<file path="config.mk">
export PLATFORM = sky130hd
export DESIGN_NAME = kab_ctrl
export DESIGN_NICKNAME = d
export VERILOG_FILES = /design/src/design/kab_pkg.sv /design/src/design/kab_ctrl.sv
export SDC_FILE = /design/constraint.sdc
export NUM_CORES = 1
export LEC_CHECK = 0
export BUFFER_PORTS_ARGS = -buffer_cell sky130_fd_sc_hd__buf_2
export CORE_MARGIN = 2
export CORE_UTILIZATION = 51
export CTS_CLUSTER_SIZE = 10
export DETAILED_ROUTE_END_ITERATION = 12
export HOLD_SLACK_MARGIN = 0.08
export MAX_ROUTING_LAYER = met4
export PLACE_DENSITY = 0.79
export SYNTH_ARGS = -nofsm -noshare
export SYNTH_HDL_FRONTEND = slang
export SYNTH_SLANG_ARGS = --single-unit
</file>
<file path="constraint.sdc">
create_clock -name clk -period 1.6 [get_ports clk]
set_input_delay 0.08 -clock clk [delete_from_list [all_inputs] [get_ports clk]]
set_output_delay 0.08 -clock clk [all_outputs]
set_load 0.02 [all_outputs]
</file>
<file path="src/design/kab_pkg.sv">
// Shared types and constants for the angle/bias Kalman filter.
// No dependencies; used by kab_ctrl, kab_dp and kalman_angle_bias_filter.
package kab_pkg;

  localparam int unsigned FracBits = 24;
  localparam int unsigned NoiseW   = 31;
  localparam int unsigned CfgIdxW  = 2;

  localparam logic [CfgIdxW-1:0] RegAngleNoise   = 2'd0;
  localparam logic [CfgIdxW-1:0] RegBiasNoise    = 2'd1;
  localparam logic [CfgIdxW-1:0] RegMeasureNoise = 2'd2;

  localparam logic [NoiseW-1:0] AngleNoiseRst   = 31'd16777;
  localparam logic [NoiseW-1:0] BiasNoiseRst    = 31'd50332;
  localparam logic [NoiseW-1:0] MeasureNoiseRst = 31'd503316;

  // Datapath operations, one per controller step.
  typedef enum logic [4:0] {
    OP_NOP,
    OP_LOAD,      // latch inputs, rate = sat(m_rate - bias)
    OP_M_DTRATE,  // prod = dt * rate
    OP_A_ANGLE,   // angle = sat(angle + rnd(prod))
    OP_M_DTP11,   // prod = dt * cov_11
    OP_A_INNER,   // dtp11 = rnd(prod); inner = dtp11 - c01 - c10 + an
    OP_M_DTINNER, // prod = dt * inner (inner split in two halves)
    OP_M_DTINH,   // high half partial product
    OP_A_P00,     // p00, p01, p10
    OP_M_BNDT,    // prod = bias_noise * dt
    OP_A_P11,     // p11; s = p00 + R
    OP_DIV0,      // start division for k0
    OP_DIV_STEP,  // one quotient bit
    OP_DIV0_END,  // k0 = sat(quot)
    OP_DIV1,      // start division for k1
    OP_DIV1_END,  // k1 = sat(quot)
    OP_Y,         // y = sat(m_angle - angle)
    OP_M_K0Y,     // prod = k0*y
    OP_A_ANGLE2,
    OP_M_K1Y,
    OP_A_BIAS,
    OP_M_K0P00,
    OP_A_C00,
    OP_M_K0P01,
    OP_A_C01,
    OP_M_K1P00,
    OP_A_C10,
    OP_M_K1P01,
    OP_A_C11
  } kab_op_t;

  typedef struct packed {
    kab_op_t op;
  } kab_cmd_t;

  typedef struct packed {
    logic div_done;
  } kab_stat_t;

  function automatic logic signed [31:0] sat32(input logic signed [65:0] v);
    if (v > 66'sd2147483647) return 32'sh7fffffff;
    if (v < -66'sd2147483648) return 32'sh80000000;
    return v[31:0];
  endfunction

  // floor((v + 2^23) / 2^24)
  function automatic logic signed [65:0] rnd(input logic signed [65:0] v);
    logic signed [65:0] a;
    a = v + 66'sd8388608;
    return a >>> FracBits;
  endfunction

endpackage

</file>
<file path="src/design/kab_ctrl.sv">
// Sequencer for the angle/bias Kalman filter: issues one datapath op per cycle.
// Depends on kab_pkg.
module kab_ctrl (
  input  logic               clk,
  input  logic               rst_n,
  input  logic               in_valid,
  output logic               in_ready,
  output logic               out_valid,
  input  logic               out_ready,
  output kab_pkg::kab_cmd_t  cmd,
  input  kab_pkg::kab_stat_t stat
);
  import kab_pkg::*;

  typedef enum logic [1:0] {S_IDLE, S_RUN, S_OUT} state_t;

  state_t  state_r, state_nxt;
  kab_op_t op_r, op_nxt;
  logic    out_valid_r, out_valid_nxt;

  assign in_ready  = (state_r == S_IDLE);
  assign out_valid = out_valid_r;
  // The input item is latched at the edge that accepts it.
  assign cmd.op    = (state_r == S_RUN) ? op_r :
                     ((state_r == S_IDLE && in_valid) ? OP_LOAD : OP_NOP);

  always_comb begin
    state_nxt     = state_r;
    op_nxt        = op_r;
    out_valid_nxt = out_valid_r;
    unique case (state_r)
      S_IDLE: begin
        if (in_valid) begin
          state_nxt = S_RUN;
          op_nxt    = OP_M_DTRATE;
        end
      end
      S_RUN: begin
        unique case (op_r)
          OP_DIV_STEP: begin
            if (stat.div_done) op_nxt = OP_DIV0_END;
          end
          OP_DIV0_END: op_nxt = OP_DIV1;
          OP_DIV1:     op_nxt = OP_DIV_STEP;
          OP_A_C11: begin
            state_nxt     = S_OUT;
            out_valid_nxt = 1'b1;
            op_nxt        = OP_NOP;
          end
          default: op_nxt = kab_op_t'(op_r + 5'd1);
        endcase
      end
      S_OUT: begin
        if (out_ready) begin
          state_nxt     = S_IDLE;
          out_valid_nxt = 1'b0;
        end
      end
      default: state_nxt = S_IDLE;
    endcase
  end

  // The division step is shared by both gains; a flag tells which end follows.
  logic second_r, second_nxt;
  always_comb begin
    second_nxt = second_r;
    if (state_r == S_RUN && op_r == OP_DIV0) second_nxt = 1'b0;
    if (state_r == S_RUN && op_r == OP_DIV1) second_nxt = 1'b1;
  end

  always_ff @(posedge clk) begin
    if (!rst_n) begin
      state_r     <= S_IDLE;
      op_r        <= OP_NOP;
      out_valid_r <= 1'b0;
      second_r    <= 1'b0;
    end else begin
      state_r     <= state_nxt;
      out_valid_r <= out_valid_nxt;
      second_r    <= second_nxt;
      if (state_r == S_RUN && op_r == OP_DIV_STEP && stat.div_done)
        op_r <= second_r ? OP_DIV1_END : OP_DIV0_END;
      else
        op_r <= op_nxt;
    end
  end

endmodule

</file>
==> results.yml, run 1 <==
outcome:
  status: "finished, final reports clean"
finish:
  num_antenna_cells: 0
  nFillCells: 122
  multiInputGateArea_um2: 518
  areaGrowthSynthToFinish_pct: 13.1
  num-nets-final: 114
  drive_gt1_share_pct: 34.6
  regArea_um2: 180
timing:
  worst_pin_slew_ns: 0.362
  hold_viol_final: 0
  period_share_pct: 92.4
  slew_viol_final: 0
  setup-violations-final: 0
  rsz0062_at_grt: "no"
  max_freq_ghz: 0.677
  skew_ns: 0.0136
  relSlewSlack_pct: 75.8
  fin_crit_ns: 1.48
  worst_hold_slack_ns: 0.147
  setup_tns_ns: 0
clocking:
  cts_tree: "yes"
  cts_root_buffer: "clkbuf_4"
  cts_resized: 0
  clk_latency_ns: 0.28
  post_cts_buffers: 0
  holdBufCountCts: 0
  cts_buffer_depth: 2
  clk_pin_slew_ns: 0.07
  htree_levels: 1
  cts_buffers: 3
  clock_sinks: 9
worst_setup_path:
  crit_chain: "buf_4 -> ha_1 -> nor2b_1 -> nor3b_1 -> o31ai_2 -> a31oi_1"
  criticalPathCategory: "register to register"
  crit_arrival_ns: 1.63
  crit_family: "compound AO/OA/AOI/OAI gates"
  worst_ep_required_time_ns: 1.76
  worstSetupStartpointType: "register"
  cp_slowest_cell: "dfxtp_1"
  cpPeakStageDelay_ns: 0.34
  cp_num_cells: 6
  endpoint_kind: "register"
  worst-r2r-cell-count: 6
  critPathMaxFanout: 6
  crit_buf_inv: 1
global_routing:
  grt_usage_pct: 21.4
  grt_max_degree: 13
  grt_antenna_before_repair: 0
  grt_pass1_vias: 631
  grt_first_pass_wirelength_um: 2890
  overflow: 0
drt:
  ant_nets: 0
  postRouteWirelength_um: 1700
  vias_per_cell: 6.01
  first_pass_iters: 4
  drc: 0
  dr.first_iter.drc_count: 10
  wl_per_cell_um: 14.3
  vias: 715
logic_synthesis:
  postSynthAreaPerCell_um2: 8.56
  synth_top_area_cell: "dfxtp_1"
  synth_edf_count: 0
  synth_top_area_share_pct: 23.6
  synth_seq_cells: 9
  synth_seq_area_share_pct: 23.6
  synth-main-ff-cell: "dfxtp_1"
  ys_async_sr_fraction_pct: 0
  synth.cell_area_um2: 762
  postSynthCellCount: 89
  ys_types: 46
  synth_area_leaders: "dfxtp_1 (24%), ha_1 (6.6%), nor2_1 (3.9%)"
  syn_nets: 98
  yosys_warnings: 0
power:
  pwr_density_cell_nw_per_um2: 686
  p_leak_uw: 0.000357
  vdd_drop_max_mv: 0.498
floorplan:
  rows: 13
  die_w_um: 42.7
  die-area_um2: 1820
  die_y_um: 42.7
  core_area_um2: 1350
  pin_count: 12
  start_util_pct: 56.4
place:
  hpwl_um: 1250
  numPortBuffers: 11
  gp_congestion: 0.879
hold_path:
  hp-class: "input pin to register"
  hold_depth: 3
job:
  cap_violations: 0
==> final timing paths <==
path                            slack (ns)             startpoint                     to
worst max register to register        0.12   op_r[1]$_SDFFE_PN0P_   op_r[1]$_SDFFE_PN0P_
worst min register to register        0.47  second_r$_SDFFE_PN0P_  second_r$_SDFFE_PN0P_
worst max-delay path                  0.12   op_r[1]$_SDFFE_PN0P_   op_r[1]$_SDFFE_PN0P_
worst min-delay path                  0.15                  rst_n   op_r[1]$_SDFFE_PN0P_
==> registers in the layout, summed over array words and instances, names as in the netlist <==
register   count
op_r           5
second_r       1
out_valid      1
state_r        2
==> cell usage after synthesis (all sizes together) (2+ instances only) <==
cell type	number
o31ai	2
and2	7
a21boi	3
nand2	6
nand3	4
inv	5
nor2b	2
nand4	2
ha	4
o21ai	6
dfxtp	9
a21oi	3
nor2	8
o211ai	2
a31oi	2
buf	6
==> metal layers <==
| metal | share of wire [%] | vias up | GRT usage [%] |
|---|---|---|---|
| met2 | 46 | 32 | 32.1 |
| met5 | 0 | - | - |
| li1 | - | 347 | - |
| met1 | 45 | 334 | 26.9 |
| met4 | 1.5 | 0 | 8.75 |
| met3 | 7.9 | 2 | 5.96 |
==> worst register-to-register path: cells and delay by family (launching register included) <==
kind	cells	cell delay, ns
compound gates	2	0.36
simple gates	2	0.23
fa+ha+maj	1	0.28
flops	1	0.34
buf+inv	1	0.14
==> through the flow <==
stage	setup slack, ns	instance area, um^2	power [uW]	util, %	cells
after floorplan	0.152	762	360	-	89
after global placement	0.157	833	399	61.7	115
after detailed placement	0.125	833	404	61.7	115
after CTS	0.0978	860	595	63.7	119
after global routing	0.0365	862	618	63.9	119
final	0.122	862	591	63.9	119
==> cell usage in the layout, fill, tap and decap left out, types with 2 or more instances in the layout <==
| cell type | Yosys | routed |
|---|---|---|
| buf_2 | 2 | 11 |
| dfxtp_1 | 9 | 9 |
| nor2_1 | 8 | 8 |
| buf_4 | 2 | 6 |
| inv_1 | 5 | 5 |
| o21ai_0 | 5 | 5 |
| nand2_1 | 5 | 5 |
| and2_1 | 4 | 4 |
| nand3_1 | 4 | 4 |
| ha_1 | 4 | 3 |
| clkbuf_4 | 0 | 3 |
| a21boi_2 | 2 | 2 |
| o211ai_1 | 2 | 2 |
| a21oi_1 | 2 | 2 |
| a31oi_1 | 2 | 2 |
==> layout make-up <==
type / count / share of cell area (%)
flip-flops and latches: 9 / 20.9
well taps: 15 / 2.18
clock buffers: 4 / 3.05
inverters: 5 / 2.18
repair buffers: 17 / 11.6
multi-input cells: 69 / 60.1
==> power by group <==
group          total [uW]  leakage (uW)  internal (uW)  switching (uW)
Sequential            236     0.0000734            231            4.24
Clock                 188     0.0000150           96.4            91.3
Combinational         168      0.000268           71.6            96.4
==> logic make-up after synthesis <==
family	count (synthesis)	share of synthesized area [%]
buf+inv	11	8.70
compound gates	27	30.1
flops	9	23.6
mux	2	2.79
fa+ha+maj	4	6.57
simple gates	36	28.2
(Power assumes the default switching activity.)
==> inputs of run 2 (changes only) <==
--- a/config.mk
+++ b/config.mk
@@ -6,13 +6,15 @@
 export NUM_CORES = 1
 export LEC_CHECK = 0
 export BUFFER_PORTS_ARGS = -buffer_cell sky130_fd_sc_hd__buf_2
+export CELL_PAD_IN_SITES_DETAIL_PLACEMENT = 1
+export CELL_PAD_IN_SITES_GLOBAL_PLACEMENT = 2
 export CORE_MARGIN = 2
-export CORE_UTILIZATION = 51
+export CORE_UTILIZATION = 32
 export CTS_CLUSTER_SIZE = 10
 export DETAILED_ROUTE_END_ITERATION = 12
 export HOLD_SLACK_MARGIN = 0.08
 export MAX_ROUTING_LAYER = met4
-export PLACE_DENSITY = 0.79
+export PLACE_DENSITY = 0.82
 export SYNTH_ARGS = -nofsm -noshare
 export SYNTH_HDL_FRONTEND = slang
 export SYNTH_SLANG_ARGS = --single-unit
==> run 2 against run 1 <==
Sequential cell count unchanged; sequential share of layout area is 0.62 points lower; clock skew is 0.0044 ns lower; combinational power is essentially flat; critical path depth decreased by 3; critical path type is now register to primary output; critical endpoint is now cmd[2]; largest cell class unchanged.
==> results.yml, run 2 (synthesis gave the netlist of run 1 again) <==
drt:
  postRouteWirelength_um: 2050
  ant_nets: 0
  vias: 720
  drc: 0
  first_pass_iters: 4
  vias_per_cell: 5.41
  dr.first_iter.drc_count: 5
  wl_per_cell_um: 15.4
place:
  numPortBuffers: 11
  hpwl_um: 1430
  gp_congestion: 0.878
  place_ws_ns: 0.0272
finish:
  num-nets-final: 115
  largestRegisters: "op_r x5, state_r x2"
  areaGrowthSynthToFinish_pct: 16.6
  top_register: "op_r"
  largest_reg_flops: 5
  final_cell_mix: "buf_2 (11), dfxtp_1 (9), nor2_1 (8), buf_4 (7)"
  multiInputGateArea_um2: 520
  nFillCells: 291
  regArea_um2: 180
  mostFrequentLayoutCell: "buf_2"
  drive_gt1_share_pct: 36.2
  num_antenna_cells: 0
timing:
  relSlewSlack_pct: 75.3
  fin_crit_ns: 1.51
  worst_pin_slew_ns: 0.370
  period_share_pct: 94.1
  slew_viol_final: 0
  fin_ws_ns: 0.0947
  setup_tns_ns: 0
  setup-violations-final: 0
  rsz0062_at_grt: "no"
  max_freq_ghz: 0.664
  skew_ns: 0.00918
  hold_viol_final: 0
clocking:
  cts_buffer_depth: 2
  cts_tree: "yes"
  holdBufCountCts: 0
  htree_levels: 1
  cts_buffers: 3
  clk_pin_slew_ns: 0.07
  clock_sinks: 9
  cts_root_buffer: "clkbuf_4"
  clk_latency_ns: 0.28
floorplan:
  die_y_um: 52.8
  die_w_um: 52.8
  rows: 17
  die-area_um2: 2790
  core_area_um2: 2230
  start_util_pct: 34.1
  pin_count: 12
worst_setup_path:
  worstSetupStartpointType: "register"
  criticalPathCategory: "register to primary output"
  critPathMaxFanout: 9
  crit_arrival_ns: 1.43
  worst_ep_required_time_ns: 1.52
  endpoint_kind: "primary output"
power:
  vdd_drop_max_mv: 0.387
  p_leak_uw: 0.000360
  pwr_density_cell_nw_per_um2: 682
global_routing:
  grt_first_pass_wirelength_um: 3440
  grt_usage_pct: 17.5
  grt_pass1_vias: 701
  grt_antenna_before_repair: 0
  overflow: 0
  grt_max_degree: 13
job:
  cap_violations: 0
hold_path:
  hp-class: "input pin to register"
outcome:
  status: "finished, final reports clean"
-- run 2: cell count changes in the layout (fill, tap and decap cells not counted), sizes merged --
cell  previous run  this run
buf             17        18
-- run 2: layout make-up --
cell class              count  share of cell area [%]
clock buffers               4                    2.96
inverters                   5                    2.11
multi-input cells          69                    58.6
flip-flops and latches      9                    20.3
well taps                  28                    3.94
repair buffers             18                    12.1
-- run 2: stage by stage --
stage	utilization (%)	area, um^2	cells	total power, uW	hold WS [ns]
floorplan	-	762	89	360	0.277
global placement	37.7	842	127	400	0.421
detailed placement	37.7	842	127	404	0.421
CTS	39.6	883	133	606	0.131
global route	39.8	888	133	635	0.154
finish	39.8	888	133	606	0.117
-- run 2: power breakdown --
part	internal (uW)	total [uW]	switching (uW)	leakage, uW
sequential	231	240	8.58	0.0000734
clock	96.9	195	98.3	0.0000150
combinational	73.0	171	98.1	0.000272
-- run 2: path summary, 6_finish.rpt --
kind                            cells past startpoint                     from               endpoint  slack, ns
worst max-delay path                                3  state_r[0]$_SDFFE_PN0P_                 cmd[2]       0.09
worst min-delay path                                2                    rst_n   op_r[3]$_SDFFE_PN0P_       0.12
worst max register to register                      5  state_r[0]$_SDFFE_PN0P_   op_r[2]$_SDFFE_PN0P_       0.12
worst min register to register                      2    second_r$_SDFFE_PN0P_  second_r$_SDFFE_PN0P_       0.48
-- run 2: timing repair --
| item | CTS | global route |
|---|---|---|
| setup buffers | 2 | 0 |
| resized for setup | 0 | 2 |
| hold endpoints to repair | 0 | 0 |
| endpoints found under the setup margin | 1 | 5 |
-- run 2: metal layers --
layer / global-route usage (%) / share of wire (%)
met1: 23.1 / 47
met2: 26.5 / 48
met3: 2.57 / 3.4
met4: 7.69 / 2.1
met5: - / 0
-- run 2: critical path: stages, from the launching register on --
cell,delay (ns)
dfxtp_1,0.53
nor2b_4,0.29
and2_1,0.17
buf_2,0.16
